`src/rtl/core/pmm_pkg.sv`:
```
// Shared types and constants of the paged memory mapper.
// Used by every module of the mapper; depends on nothing.
package pmm_pkg;

  localparam int unsigned REGION_COUNT = 16;
  localparam int unsigned REGION_AW    = 4;
  localparam int unsigned OFFSET_W     = 12;
  localparam int unsigned WORD_W       = 16;
  localparam int unsigned PHYS_W       = 24;
  localparam int unsigned BANK_BITS_W  = 4;
  localparam int unsigned APB_AW       = 3;
  localparam int unsigned APB_DW       = 32;

  localparam logic [REGION_COUNT-1:0] SWAPPABLE = 16'hFC0C;

  localparam logic                   CARD_PRESENT_RST = 1'b1;
  localparam logic [BANK_BITS_W-1:0] BANK_BITS_RST    = 4'd8;

  localparam logic REG_IDX_CARD_PRESENT = 1'b0;
  localparam logic REG_IDX_BANK_BITS    = 1'b1;

  typedef enum logic [2:0] {
    ACT_CTRL_WR  = 3'd0,
    ACT_CTRL_RD  = 3'd1,
    ACT_PAGE_WR  = 3'd2,
    ACT_PAGE_RD  = 3'd3,
    ACT_XLATE    = 3'd4
  } pmm_action_e;

  typedef enum logic [2:0] {
    ST_IDLE,
    ST_READ_PAGE,
    ST_READ_MAP,
    ST_SWEEP_RD,
    ST_SWEEP_WR,
    ST_EMIT
  } pmm_state_e;

  typedef struct packed {
    logic                 we;
    logic                 re;
    logic [REGION_AW-1:0] addr;
  } pmm_mem_req_t;

  typedef struct packed {
    logic                   card_present;
    logic [BANK_BITS_W-1:0] bank_bits;
  } pmm_cfg_t;

endpackage

```
`src/rtl/core/pmm_cfg_regs.sv`:
```
// APB register file: card_present and bank_address_bits.
// Depends on pmm_pkg.
module pmm_cfg_regs (
  input  logic                        clk_i,
  input  logic                        rst_ni,
  input  logic                        psel,
  input  logic                        penable,
  input  logic                        pwrite,
  input  logic [pmm_pkg::APB_AW-1:0]  paddr,
  input  logic [pmm_pkg::APB_DW-1:0]  pwdata,
  output logic [pmm_pkg::APB_DW-1:0]  prdata,
  output logic                        pready,
  output pmm_pkg::pmm_cfg_t           cfg_o
);

  logic                            card_present_q, card_present_d;
  logic [pmm_pkg::BANK_BITS_W-1:0] bank_bits_q, bank_bits_d;
  logic                            wr_en;
  logic                            reg_idx;

  assign pready  = 1'b1;
  assign wr_en   = psel && penable && pwrite;
  assign reg_idx = paddr[2];

  always_comb begin
    card_present_d = card_present_q;
    bank_bits_d    = bank_bits_q;
    if (wr_en) begin
      unique case (reg_idx)
        pmm_pkg::REG_IDX_CARD_PRESENT: card_present_d = pwdata[0];
        pmm_pkg::REG_IDX_BANK_BITS:    bank_bits_d = pwdata[pmm_pkg::BANK_BITS_W-1:0];
        default: ;
      endcase
    end
  end

  always_comb begin
    unique case (reg_idx)
      pmm_pkg::REG_IDX_CARD_PRESENT: prdata = pmm_pkg::APB_DW'(card_present_q);
      pmm_pkg::REG_IDX_BANK_BITS:    prdata = pmm_pkg::APB_DW'(bank_bits_q);
      default:                       prdata = '0;
    endcase
  end

  always_ff @(posedge clk_i or negedge rst_ni) begin
    if (!rst_ni) begin
      card_present_q <= pmm_pkg::CARD_PRESENT_RST;
      bank_bits_q    <= pmm_pkg::BANK_BITS_RST;
    end else begin
      card_present_q <= card_present_d;
      bank_bits_q    <= bank_bits_d;
    end
  end

  assign cfg_o.card_present = card_present_q;
  assign cfg_o.bank_bits    = bank_bits_q;

endmodule

```
`src/rtl/core/pmm_region_mem.sv`:
```
// Sixteen-entry region store with a registered read.
// Unwritten entries read as their own index. Depends on pmm_pkg.
module pmm_region_mem #(
  parameter int unsigned WIDTH = 12
) (
  input  logic                 clk_i,
  input  logic                 rst_ni,
  input  pmm_pkg::pmm_mem_req_t req_i,
  input  logic [WIDTH-1:0]     wdata_i,
  output logic [WIDTH-1:0]     rdata_o
);

  logic [WIDTH-1:0]                 mem_q [pmm_pkg::REGION_COUNT];
  logic [pmm_pkg::REGION_COUNT-1:0] valid_q;
  logic [WIDTH-1:0]                 rdata_q;

  always_ff @(posedge clk_i) begin
    if (req_i.we) begin
      mem_q[req_i.addr] <= wdata_i;
    end
    if (req_i.re) begin
      rdata_q <= valid_q[req_i.addr] ? mem_q[req_i.addr] : WIDTH'(req_i.addr);
    end
  end

  always_ff @(posedge clk_i or negedge rst_ni) begin
    if (!rst_ni) begin
      valid_q <= '0;
    end else if (req_i.we) begin
      valid_q[req_i.addr] <= 1'b1;
    end
  end

  assign rdata_o = rdata_q;

endmodule

```
`src/rtl/core/pmm_ctrl.sv`:
```
// Sequencer of the mapper: control bits, action decode, remap pass and result register.
// Drives the page-register store and the bank map. Depends on pmm_pkg.
module pmm_ctrl #(
  parameter int unsigned BANK_WIDTH = 12
) (
  input  logic                          clk_i,
  input  logic                          rst_ni,
  input  pmm_pkg::pmm_cfg_t             cfg_i,
  input  logic                          in_valid_i,
  output logic                          in_ready_o,
  input  logic [2:0]                    action_i,
  input  logic [pmm_pkg::WORD_W-1:0]    address_i,
  input  logic [pmm_pkg::WORD_W-1:0]    data_i,
  output logic                          out_valid_o,
  input  logic                          out_ready_i,
  output logic [pmm_pkg::WORD_W-1:0]    read_data_o,
  output logic [pmm_pkg::PHYS_W-1:0]    phys_addr_o,
  output pmm_pkg::pmm_mem_req_t         page_req_o,
  output logic [BANK_WIDTH-1:0]         page_wdata_o,
  input  logic [BANK_WIDTH-1:0]         page_rdata_i,
  output pmm_pkg::pmm_mem_req_t         map_req_o,
  output logic [BANK_WIDTH-1:0]         map_wdata_o,
  input  logic [BANK_WIDTH-1:0]         map_rdata_i
);

  pmm_pkg::pmm_state_e               state_q, state_d;
  logic                              regs_visible_q, regs_visible_d;
  logic                              map_enable_q, map_enable_d;
  logic [pmm_pkg::REGION_AW-1:0]     cnt_q, cnt_d;
  logic [pmm_pkg::OFFSET_W-1:0]      offset_q, offset_d;
  logic                              out_valid_q, out_valid_d;
  logic [pmm_pkg::WORD_W-1:0]        read_data_q, read_data_d;
  logic [pmm_pkg::PHYS_W-1:0]        phys_addr_q, phys_addr_d;
  logic [BANK_WIDTH-1:0]             bank_mask;
  logic                              slot_free;
  logic                              accept;
  logic [pmm_pkg::REGION_AW-1:0]     reg_region;
  logic                              sweep_last;

  always_comb begin
    for (int i = 0; i < BANK_WIDTH; i++) begin
      bank_mask[i] = (i < int'(cfg_i.bank_bits));
    end
  end

  assign slot_free  = !out_valid_q || out_ready_i;
  assign in_ready_o = (state_q == pmm_pkg::ST_IDLE) && slot_free;
  assign accept     = in_valid_i && in_ready_o;
  assign reg_region = address_i[4:1];
  assign sweep_last = (cnt_q == pmm_pkg::REGION_AW'(pmm_pkg::REGION_COUNT - 1));

  always_comb begin
    state_d = state_q;
    unique case (state_q)
      pmm_pkg::ST_IDLE: begin
        if (accept) begin
          unique case (pmm_pkg::pmm_action_e'(action_i))
            pmm_pkg::ACT_CTRL_WR: begin
              if (cfg_i.card_present && address_i[0]) state_d = pmm_pkg::ST_SWEEP_RD;
            end
            pmm_pkg::ACT_PAGE_RD: state_d = pmm_pkg::ST_READ_PAGE;
            pmm_pkg::ACT_XLATE:   state_d = pmm_pkg::ST_READ_MAP;
            default: ;
          endcase
        end
      end
      pmm_pkg::ST_READ_PAGE: if (slot_free) state_d = pmm_pkg::ST_IDLE;
      pmm_pkg::ST_READ_MAP:  if (slot_free) state_d = pmm_pkg::ST_IDLE;
      pmm_pkg::ST_SWEEP_RD:  state_d = pmm_pkg::ST_SWEEP_WR;
      pmm_pkg::ST_SWEEP_WR:  state_d = sweep_last ? pmm_pkg::ST_EMIT : pmm_pkg::ST_SWEEP_RD;
      pmm_pkg::ST_EMIT:      if (slot_free) state_d = pmm_pkg::ST_IDLE;
      default:               state_d = pmm_pkg::ST_IDLE;
    endcase
  end

  always_comb begin
    regs_visible_d = regs_visible_q;
    map_enable_d   = map_enable_q;
    cnt_d          = cnt_q;
    offset_d       = offset_q;
    out_valid_d    = out_valid_q && !out_ready_i;
    read_data_d    = read_data_q;
    phys_addr_d    = phys_addr_q;
    page_req_o     = '0;
    page_wdata_o   = data_i[BANK_WIDTH-1:0];
    map_req_o      = '0;
    map_wdata_o    = data_i[BANK_WIDTH-1:0] & bank_mask;
    unique case (state_q)
      pmm_pkg::ST_IDLE: begin
        if (accept) begin
          read_data_d = '0;
          phys_addr_d = '0;
          out_valid_d = 1'b1;
          unique case (pmm_pkg::pmm_action_e'(action_i))
            pmm_pkg::ACT_CTRL_WR: begin
              if (cfg_i.card_present) begin
                if (address_i[0]) begin
                  map_enable_d = data_i[0];
                  cnt_d        = '0;
                  out_valid_d  = out_valid_q && !out_ready_i;
                end else begin
                  regs_visible_d = data_i[0];
                end
              end
            end
            pmm_pkg::ACT_CTRL_RD: begin
              if (!cfg_i.card_present) begin
                read_data_d = pmm_pkg::WORD_W'(1'b1);
              end else begin
                read_data_d = pmm_pkg::WORD_W'(address_i[0] ? map_enable_q : regs_visible_q);
              end
            end
            pmm_pkg::ACT_PAGE_WR: begin
              if (regs_visible_q) begin
                page_req_o.we   = 1'b1;
                page_req_o.addr = reg_region;
                if (map_enable_q && pmm_pkg::SWAPPABLE[reg_region]) begin
                  map_req_o.we   = 1'b1;
                  map_req_o.addr = reg_region;
                end
              end
            end
            pmm_pkg::ACT_PAGE_RD: begin
              page_req_o.re   = 1'b1;
              page_req_o.addr = reg_region;
              out_valid_d     = out_valid_q && !out_ready_i;
            end
            pmm_pkg::ACT_XLATE: begin
              map_req_o.re   = 1'b1;
              map_req_o.addr = address_i[15:12];
              offset_d       = address_i[pmm_pkg::OFFSET_W-1:0];
              out_valid_d    = out_valid_q && !out_ready_i;
            end
            default: ;
          endcase
        end
      end
      pmm_pkg::ST_READ_PAGE: begin
        if (slot_free) begin
          out_valid_d = 1'b1;
          read_data_d = {page_rdata_i[7:0], page_rdata_i[7:0]};
          phys_addr_d = '0;
        end
      end
      pmm_pkg::ST_READ_MAP: begin
        if (slot_free) begin
          out_valid_d = 1'b1;
          read_data_d = '0;
          phys_addr_d = pmm_pkg::PHYS_W'({map_rdata_i, offset_q});
        end
      end
      pmm_pkg::ST_SWEEP_RD: begin
        page_req_o.re   = 1'b1;
        page_req_o.addr = cnt_q;
      end
      pmm_pkg::ST_SWEEP_WR: begin
        map_req_o.addr = cnt_q;
        map_req_o.we   = pmm_pkg::SWAPPABLE[cnt_q];
        map_wdata_o    = (map_enable_q ? page_rdata_i : BANK_WIDTH'(cnt_q)) & bank_mask;
        cnt_d          = cnt_q + 1'b1;
      end
      pmm_pkg::ST_EMIT: begin
        if (slot_free) begin
          out_valid_d = 1'b1;
          read_data_d = '0;
          phys_addr_d = '0;
        end
      end
      default: ;
    endcase
  end

  always_ff @(posedge clk_i or negedge rst_ni) begin
    if (!rst_ni) begin
      state_q        <= pmm_pkg::ST_IDLE;
      regs_visible_q <= 1'b0;
      map_enable_q   <= 1'b0;
      cnt_q          <= '0;
      out_valid_q    <= 1'b0;
    end else begin
      state_q        <= state_d;
      regs_visible_q <= regs_visible_d;
      map_enable_q   <= map_enable_d;
      cnt_q          <= cnt_d;
      out_valid_q    <= out_valid_d;
    end
  end

  always_ff @(posedge clk_i) begin
    offset_q    <= offset_d;
    read_data_q <= read_data_d;
    phys_addr_q <= phys_addr_d;
  end

  assign out_valid_o = out_valid_q;
  assign read_data_o = read_data_q;
  assign phys_addr_o = phys_addr_q;

endmodule

```
`src/rtl/core/paged_memory_mapper_top.sv`:
```
// Top level of the paged memory mapper: register file, sequencer and two region stores.
// Depends on pmm_pkg, pmm_cfg_regs, pmm_region_mem and pmm_ctrl.
//
// One item is in flight at a time, and each gives one result through an output
// register. A new item is taken only when that register is empty or its result
// leaves in the same cycle, so a waiting result holds off the input. Control reads,
// control writes to the visibility bit or with the card absent, page-register writes
// and unused actions load their result in the accepting cycle; page-register reads and
// translates wait in a read state for the registered read of the page store or the
// bank map and for a free output register. A write to the enable bit with the card
// present runs the accepting cycle, a remap pass over the sixteen regions (read of the
// page store, then write of the bank map for swappable regions) and an emit state that
// raises its result. Both stores read as their own index after reset, with no clearing pass.
module paged_memory_mapper_top #(
  parameter int unsigned BANK_WIDTH = 12
) (
  input  logic                         clk_i,
  input  logic                         rst_ni,
  input  logic                         psel,
  input  logic                         penable,
  input  logic                         pwrite,
  input  logic [pmm_pkg::APB_AW-1:0]   paddr,
  input  logic [pmm_pkg::APB_DW-1:0]   pwdata,
  output logic [pmm_pkg::APB_DW-1:0]   prdata,
  output logic                         pready,
  input  logic                         in_valid_i,
  output logic                         in_ready_o,
  input  logic [2:0]                   action_i,
  input  logic [pmm_pkg::WORD_W-1:0]   address_i,
  input  logic [pmm_pkg::WORD_W-1:0]   data_i,
  output logic                         out_valid_o,
  input  logic                         out_ready_i,
  output logic [pmm_pkg::WORD_W-1:0]   read_data_o,
  output logic [pmm_pkg::PHYS_W-1:0]   phys_addr_o
);

  pmm_pkg::pmm_cfg_t     cfg;
  pmm_pkg::pmm_mem_req_t page_req;
  pmm_pkg::pmm_mem_req_t map_req;
  logic [BANK_WIDTH-1:0] page_wdata, page_rdata;
  logic [BANK_WIDTH-1:0] map_wdata, map_rdata;

  pmm_cfg_regs u_cfg_regs (
    .clk_i   (clk_i),
    .rst_ni  (rst_ni),
    .psel    (psel),
    .penable (penable),
    .pwrite  (pwrite),
    .paddr   (paddr),
    .pwdata  (pwdata),
    .prdata  (prdata),
    .pready  (pready),
    .cfg_o   (cfg)
  );

  pmm_region_mem #(.WIDTH(BANK_WIDTH)) u_page_mem (
    .clk_i   (clk_i),
    .rst_ni  (rst_ni),
    .req_i   (page_req),
    .wdata_i (page_wdata),
    .rdata_o (page_rdata)
  );

  pmm_region_mem #(.WIDTH(BANK_WIDTH)) u_map_mem (
    .clk_i   (clk_i),
    .rst_ni  (rst_ni),
    .req_i   (map_req),
    .wdata_i (map_wdata),
    .rdata_o (map_rdata)
  );

  pmm_ctrl #(.BANK_WIDTH(BANK_WIDTH)) u_ctrl (
    .clk_i        (clk_i),
    .rst_ni       (rst_ni),
    .cfg_i        (cfg),
    .in_valid_i   (in_valid_i),
    .in_ready_o   (in_ready_o),
    .action_i     (action_i),
    .address_i    (address_i),
    .data_i       (data_i),
    .out_valid_o  (out_valid_o),
    .out_ready_i  (out_ready_i),
    .read_data_o  (read_data_o),
    .phys_addr_o  (phys_addr_o),
    .page_req_o   (page_req),
    .page_wdata_o (page_wdata),
    .page_rdata_i (page_rdata),
    .map_req_o    (map_req),
    .map_wdata_o  (map_wdata),
    .map_rdata_i  (map_rdata)
  );

endmodule

```
`config.mk`:
```
export PLATFORM = sky130hd
export DESIGN_NAME = paged_memory_mapper_top
export DESIGN_NICKNAME = d
export VERILOG_FILES = /design/src/rtl/core/pmm_pkg.sv /design/src/rtl/core/pmm_cfg_regs.sv /design/src/rtl/core/pmm_region_mem.sv /design/src/rtl/core/pmm_ctrl.sv /design/src/rtl/core/paged_memory_mapper_top.sv
export SDC_FILE = /design/constraint.sdc
export NUM_CORES = 1
export LEC_CHECK = 0
export BUFFER_PORTS_ARGS = -buffer_cell sky130_fd_sc_hd__buf_2
export CAP_MARGIN = 5
export CORE_MARGIN = 2
export CORE_UTILIZATION = 35
export DETAILED_ROUTE_END_ITERATION = 16
export GPL_TIMING_DRIVEN = 0
export PLACE_DENSITY = 0.53
export SLEW_MARGIN = 20
export SYNTH_ARGS = -nofsm -noshare
export SYNTH_HDL_FRONTEND = slang
export SYNTH_SLANG_ARGS = --single-unit
```
`constraint.sdc`:
```
create_clock -name clk_i -period 4.8 [get_ports clk_i]
set_input_delay 0.48 -clock clk_i [delete_from_list [all_inputs] [get_ports clk_i]]
set_output_delay 0.48 -clock clk_i [all_outputs]
set_load 0.02 [all_outputs]
```
==> results.json, run 1 <==
{
  "seq_area_sq_mm": 0.0148,
  "synth_edf_count": 453,
  "finalSetupTns_ns": 0,
  "max_stage_delay_ns": 0.77,
  "fillCellCount": 5441,
  "rsz0062_at_grt": "false",
  "power.leakage_uw": 0.00889,
  "start_util_pct": 35.3,
  "crit_top_cell": "clkbuf_1",
  "hp-class": "in -> reg",
  "synth_top_family_by_area": "simple AND/OR/NAND/NOR gates",
  "post-dp-hpwl_mm": 34.2,
  "clk_pin_slew_ns": 0.06,
  "reg2reg_slack_ns": 0.30,
  "setup_viol": 0,
  "place_inst": 2415,
  "routed-via-count": 12525,
  "antenna_found_initial": 0,
  "status": "finished clean",
  "grt_max_degree": 48,
  "grt_pass1_vias": 12287,
  "route.detailed.drc": 0,
  "yosys.area_share.xor_xnor_pct": 0.0864,
  "critical_path_class": "reg -> reg",
  "antenna_left": 0,
  "cts_root_buf": "clkbuf_16",
  "fmax_ghz": 0.222,
  "numPortBuffers": 86,
  "yosys_warnings": 0,
  "relSlewSlack_pct": 31.3,
  "synth_top_area_share_pct": 67.1,
  "worstReg2RegStart": "u_ctrl.state_q[2]",
  "grt_usage_pct": 17.2,
  "hold_path_depth": 1,
  "syn_avg_cell_area_sq_um": 14.1,
  "synthMuxAreaShare_pct": 2.14,
  "yosysTopAreaCell": "edfxtp_1",
  "postSynthCellCount": 1434,
  "yosysUniqueCellTypes": 75,
  "worstSetupEndpointType": "flip-flop",
  "routabilityCongestion": 0.832,
  "worstMarginPinSlew_ns": 1.03,
  "netlist_area_sq_mm": 0.0203,
  "final_max_slew_viol_count": 0,
  "p_per_area_mw_per_mm2": 414,
  "max_cap_viol_count": 0,
  "wl_per_cell_microns": 20.4,
  "wirelength_mm": 51.4,
  "die_w_microns": 245,
  "core_sq_mm": 0.0575,
  "cts_tree": "done",
  "cts.htree.levels": 2,
  "multiInputGateArea_sq_mm": 0.00532,
  "critPathMaxFanout": 13,
  "cts_sinks": 500,
  "rr_endpoint": "u_map_mem.mem_q[13][0]",
  "period_share_pct": 93.7,
  "hold_end": "u_ctrl.offset_q[8]",
  "crit_chain": "clkbuf_1 > or3_4 > nor3_1 > a41o_1 > and3_1 > clkbuf_1 > buf_2 > buf_1 > and2_1",
  "min_from": "address_i[8]",
  "first_iter_violations": 1115,
  "drt-vias-per-instance": 4.98,
  "area_growth_pct": 18.5,
  "hold_viol_final": 0,
  "placed_cell_area_sq_mm": 0.0223,
  "crit_slowest_cell": "and2_1",
  "synth_area_leaders": "edfxtp_1, dfrtp_1, nand2_1, nand3_1, mux2i_1",
  "synth_seq_area_share_pct": 72.9,
  "synthFlopType": "edfxtp_1",
  "grt_pass1_wl_mm": 77.3,
  "fin_area_sq_mm": 0.0240,
  "synth-adder-area-share_pct": 0.0617,
  "clkLatencyLatePin_ns": 0.61,
  "cp_num_buf_inv": 4,
  "finalNonFillerCells": 2515,
  "cts_buffer_depth": 3,
  "rows": 88,
  "antennaDiodeCount": 0,
  "cp.required_ns": 5.03,
  "synth_compound_area_share_pct": 9.62,
  "ff2ff_path_depth": 9,
  "grt_overflow": 0,
  "synth-seq-cells": 500,
  "layout.nets": 1784,
  "cts_buffers": 53,
  "timing.hold.ws_ns": 0.0588,
  "io_pins": 152,
  "cp_data_arrival_time_ns": 4.73,
  "ir_worst_vdd_mv": 0.271,
  "cp_top_family": "simple AND/OR/NAND/NOR gates",
  "yosys.area_share.simple_pct": 11.5,
  "layout-drive-gt1-share_pct": 17.7,
  "period_minus_slack_ns": 4.50,
  "die_height_microns": 245,
  "async_reset_ff_share_pct": 9.40,
  "die_area_sq_mm": 0.0599,
  "cp-start-kind": "flip-flop",
  "fin_skew_ns": 0.0222,
  "firstDrtPassIters": 5
}
## worst reg2reg max path, stage by stage, from the launching register on
cell	delay, ns
dfrtp_1	0.36
clkbuf_1	0.22
or3_4	0.42
nor3_1	0.54
a41o_1	0.28
and3_1	0.17
clkbuf_1	0.36
buf_2	0.37
buf_1	0.65
and2_1	0.77
## report_power, final
group          internal [uW]  switching [uW]  total [uW]  leakage, uW
clock                   2400            1700        4100     0.000838
combinational            238             538         776      0.00321
sequential              4990            65.0        5060      0.00484
total                   7640            2300        9940      0.00889
## metal layers
| layer | track usage, % | part of all wire (%) |
|---|---|---|
| met5 | 0 | 0 |
| met4 | 5.69 | 2.6 |
| met3 | 2.74 | 4.9 |
| met2 | 28.5 | 48 |
| met1 | 23.1 | 44 |
## repair_timing
| item | in CTS | in global routing |
|---|---|---|
| endpoints found under the hold margin | 45 | 0 |
| buffers inserted | 0 | 0 |
| hold buffers | 1 | 0 |
| resized for setup | 0 | 0 |
## sequential cells by signal, indices dropped and copies added, names as in the netlist
signal                     count
u_cfg_regs.bank_bits_q         4
u_cfg_regs.card_present_q      1
u_ctrl.cnt_q                   4
u_ctrl.map_enable_q            1
u_ctrl.offset_q               12
u_ctrl.out_valid_o             1
u_ctrl.phys_addr_o            24
u_ctrl.read_data_o             9
u_ctrl.regs_visible_q          1
u_ctrl.state_q                 3
u_map_mem.mem_q              192
u_map_mem.rdata_o             12
u_map_mem.valid_q             16
u_page_mem.mem_q             192
u_page_mem.rdata_o            12
u_page_mem.valid_q            16
## worst max path at each step
stage	startpoint	endpoint	slack (ns)	depth (start not counted)
2_1_floorplan	action_i[0]	u_page_mem.mem_q[10][0]	1.34	9
3_3_place_gp	action_i[0]	u_page_mem.mem_q[14][9]	0.04	8
3_5_place_dp	action_i[0]	u_page_mem.mem_q[14][10]	0.33	8
4_1_cts	u_ctrl.state_q[2]	u_map_mem.mem_q[13][3]	0.34	9
5_1_grt	u_ctrl.state_q[2]	u_map_mem.mem_q[13][0]	0.09	9
6_report	u_ctrl.state_q[2]	u_map_mem.mem_q[13][0]	0.30	9
## layout by cell type (no fill, tap or decap), drive strengths merged, types with 5 or more instances in the layout
master and count:
nor2 43, nand3 108, mux2i 32, o311a 9, bufinv 6, a21oi 44
and3 24, nand2 216, a31oi 5, nor4 5, o22ai 22, a311oi 17
o21a 9, o211ai 5, inv 12, a22oi 5, o21ai 23, buf 169
or2 22, and2 43, mux2 10, a221oi 33, or3 5, conb 125
dfrtp 45, a22o 36, a222oi 16, nor3 7, clkbuf 126, edfxtp 453
clkinv 20
## synthesized netlist by cell type, drive strengths merged (9+ instances only)
master	number
a21oi	44
a221oi	33
a222oi	16
a22o	36
a311oi	17
and2	43
and3	24
buf	76
clkbuf	57
dfrtp	45
edfxtp	453
inv	11
mux2	10
mux2i	32
nand2	216
nand3	108
nor2	43
o21a	9
o21ai	23
o22ai	22
o311a	9
or2	22
## cell type report
type / instances / area share [%]
Tap cell: 765 / 3.98
Buffer: 133 / 2.90
Sequential cell: 500 / 61.5
Clock inverter: 30 / 1.33
Multi-Input combinational cell: 913 / 22.1
Clock buffer: 69 / 5.89
Timing Repair Buffer: 94 / 2.07
Inverter: 11 / 0.172
## per-stage QoR
step                util [%]  setup slack (ns)  power, uW
global route            41.8            0.0879      10300
detailed placement      38.8             0.330       5930
finish                  41.8             0.302       9940
floorplan                  -              1.34       5600
global placement        38.5            0.0431       5900
CTS                     41.8             0.338      10000
## kinds of logic after synthesis
| family | Yosys count |
|---|---|
| muxes | 42 |
| other | 2 |
| AOI/OAI and AO/OA | 251 |
| and+or+nand+nor | 492 |
| buffers and inverters | 144 |
| DFF | 500 |
| xor gates and xnor gates | 2 |
| adders and majority gates | 1 |
Power figures use the tool's default switching activity.
==> inputs of run 2 (changes only) <==
- BUFFER_PORTS_ARGS: -buffer_cell sky130_fd_sc_hd__buf_2 -> -buffer_cell sky130_fd_sc_hd__buf_4
==> run 2 against run 1 <==
Effect of this change:
- fmax about the same
- combinational power increased by 5.3%
- sequential power hardly changed
- clock power is 6.1% lower
- non-clock buffer count rose by 1
- wire length is 0.25% lower
- flip-flop and latch count unchanged
- first-iteration DRC count fell by 2.3%
- sequential share of layout area is 0.32 points lower
- total power decreased by 2.1%
- final cell count is 0.12% lower
- clock skew is 0.011 ns lower
- critical path type unchanged
==> results.json, run 2 (synthesis gave the netlist of run 1 again) <==
{
  "status": "finished clean",
  "final_cell_mix": "edfxtp_1, nand2_1, buf_4",
  "wirelength_mm": 51.3,
  "grt_max_degree": 48,
  "cts.htree.levels": 2,
  "wl_met2_mm": 25.0,
  "critPathMaxFanout": 13,
  "fmax_ghz": 0.222,
  "finalSetupTns_ns": 0,
  "fin_util_pct": 42.0,
  "firstDrtPassIters": 8,
  "antennaDiodeCount": 0,
  "die_height_microns": 245,
  "critical_path_class": "reg -> reg",
  "wl_per_cell_microns": 20.4,
  "period_share_pct": 93.7,
  "numPortBuffers": 86,
  "worstMarginPinSlew_ns": 0.946,
  "worstReg2RegStart": "u_ctrl.state_q[2]",
  "clkLatencyLatePin_ns": 0.60,
  "setup_viol": 0,
  "max_cap_viol_count": 0,
  "clk_pin_slew_ns": 0.06,
  "grt_usage_pct": 17.1,
  "cp_data_arrival_time_ns": 4.71,
  "final_max_slew_viol_count": 0,
  "finalNonFillerCells": 2512,
  "route.detailed.drc": 0,
  "period_minus_slack_ns": 4.50,
  "post-dp-hpwl_mm": 34.5,
  "die_area_sq_mm": 0.0599,
  "start_util_pct": 35.3,
  "core_sq_mm": 0.0575,
  "drt-vias-per-instance": 5.02,
  "dr.max_layer_used": "met4",
  "timing.hold.ws_ns": 0.0686,
  "antenna_left": 0,
  "min_from": "address_i[10]",
  "hold_viol_final": 0,
  "final_common_cell": "edfxtp_1",
  "cts_buffers": 52,
  "antenna_found_initial": 0,
  "first_iter_violations": 1089,
  "power.leakage_uw": 0.00891,
  "place_inst": 2416,
  "cts_tree": "done",
  "critPathLaunch": "u_ctrl.state_q[2]",
  "layout-drive-gt1-share_pct": 17.7,
  "met3WireLength_mm": 2.72,
  "fin_skew_ns": 0.0110,
  "cts_buffer_depth": 3,
  "die_w_microns": 245,
  "m1WireLength_mm": 22.2,
  "cp-start-kind": "flip-flop",
  "p_per_area_mw_per_mm2": 403,
  "io_pins": 152,
  "grt_pass1_wl_mm": 77.0,
  "post_cts_resized": 0,
  "relSlewSlack_pct": 36.8,
  "grt_pass1_vias": 12525,
  "worstSetupEndpointType": "flip-flop",
  "area_growth_pct": 19.1,
  "grt_overflow": 0,
  "cp.required_ns": 5.02,
  "routed-via-count": 12599,
  "cts_root_buf": "clkbuf_16",
  "rows": 88,
  "hp-class": "in -> reg",
  "routabilityCongestion": 0.830,
  "rsz0062_at_grt": "true",
  "cts_sinks": 500,
  "layout.nets": 1784,
  "ir_worst_vdd_mv": 0.266
}
## run 2: changes by cell type in the layout (fill, tap and decap cells not counted), moves of 2 or more
cell        before  now
clkinv_4         0    2
buf_8            0    3
clkinvlp_4       3    1
clkinv_2         7    9
clkinv_1        11   14
a21oi_2          5    7
clkbuf_1        70   66
bufinv_16        6    3
a21oi_1         39   37
buf_2          110   24
buf_4           43  128
## run 2: worst max-delay path, stage by stage (launching register included)
cell	delay, ns
dfrtp_1	0.32
clkbuf_1	0.33
and3b_1	0.23
clkbuf_1	0.16
and2_1	0.20
a21oi_1	0.65
clkbuf_1	0.53
buf_1	0.51
nand3_1	0.39
nor2_2	0.76
## run 2: routing by layer
| layer | track usage [%] | vias to the layer above |
|---|---|---|
| met1 | 22.7 | 6309 |
| met2 | 29.1 | 361 |
| met3 | 2.54 | 77 |
| met5 | 0 | - |
| li1 | - | 5852 |
| met4 | 5.36 | 0 |
## run 2: timing repair
action	CTS	global route
setup buffers	0	0
setup endpoints to repair	0	10
endpoints found under the hold margin	45	0
hold buffers	1	0
## run 2: power breakdown
| part | internal (uW) | switching (uW) |
|---|---|---|
| combinational | 276 | 541 |
| sequential | 4990 | 67.5 |
| clock | 2190 | 1660 |
## run 2: layout make-up
type | count | area [sq um]
fill | 5377 | 33300
sequential | 500 | 14800
multi-input combinational | 913 | 5330
clock buffer | 64 | 1380
tap | 765 | 957
timing repair buffer | 95 | 739
buffer | 133 | 697
clock inverter | 31 | 238
inverter | 11 | 41.3
## run 2: final timing paths
check / slack, ns / to / depth (start not counted)
min in group asynchronous: 0.47 / u_map_mem.valid_q[4] / 2
worst min-delay path: 0.07 / u_ctrl.offset_q[10] / 1
worst min register to register: 0.46 / u_map_mem.valid_q[7] / 1
worst max-delay path: 0.30 / u_page_mem.mem_q[14][9] / 9
worst max register to register: 0.30 / u_page_mem.mem_q[14][9] / 9
max in group asynchronous: 3.87 / u_page_mem.valid_q[0] / 2
## run 2: metrics by stage
stage               setup slack, ns  power [uW]  cell area (sq um)
floorplan                      1.34        5600              20700
global placement           -0.00363        5940              22300
detailed placement            0.276        5970              22500
CTS                           0.343        9820              24200
global route               -0.00796       10000              24200
finish                        0.303        9730              24200
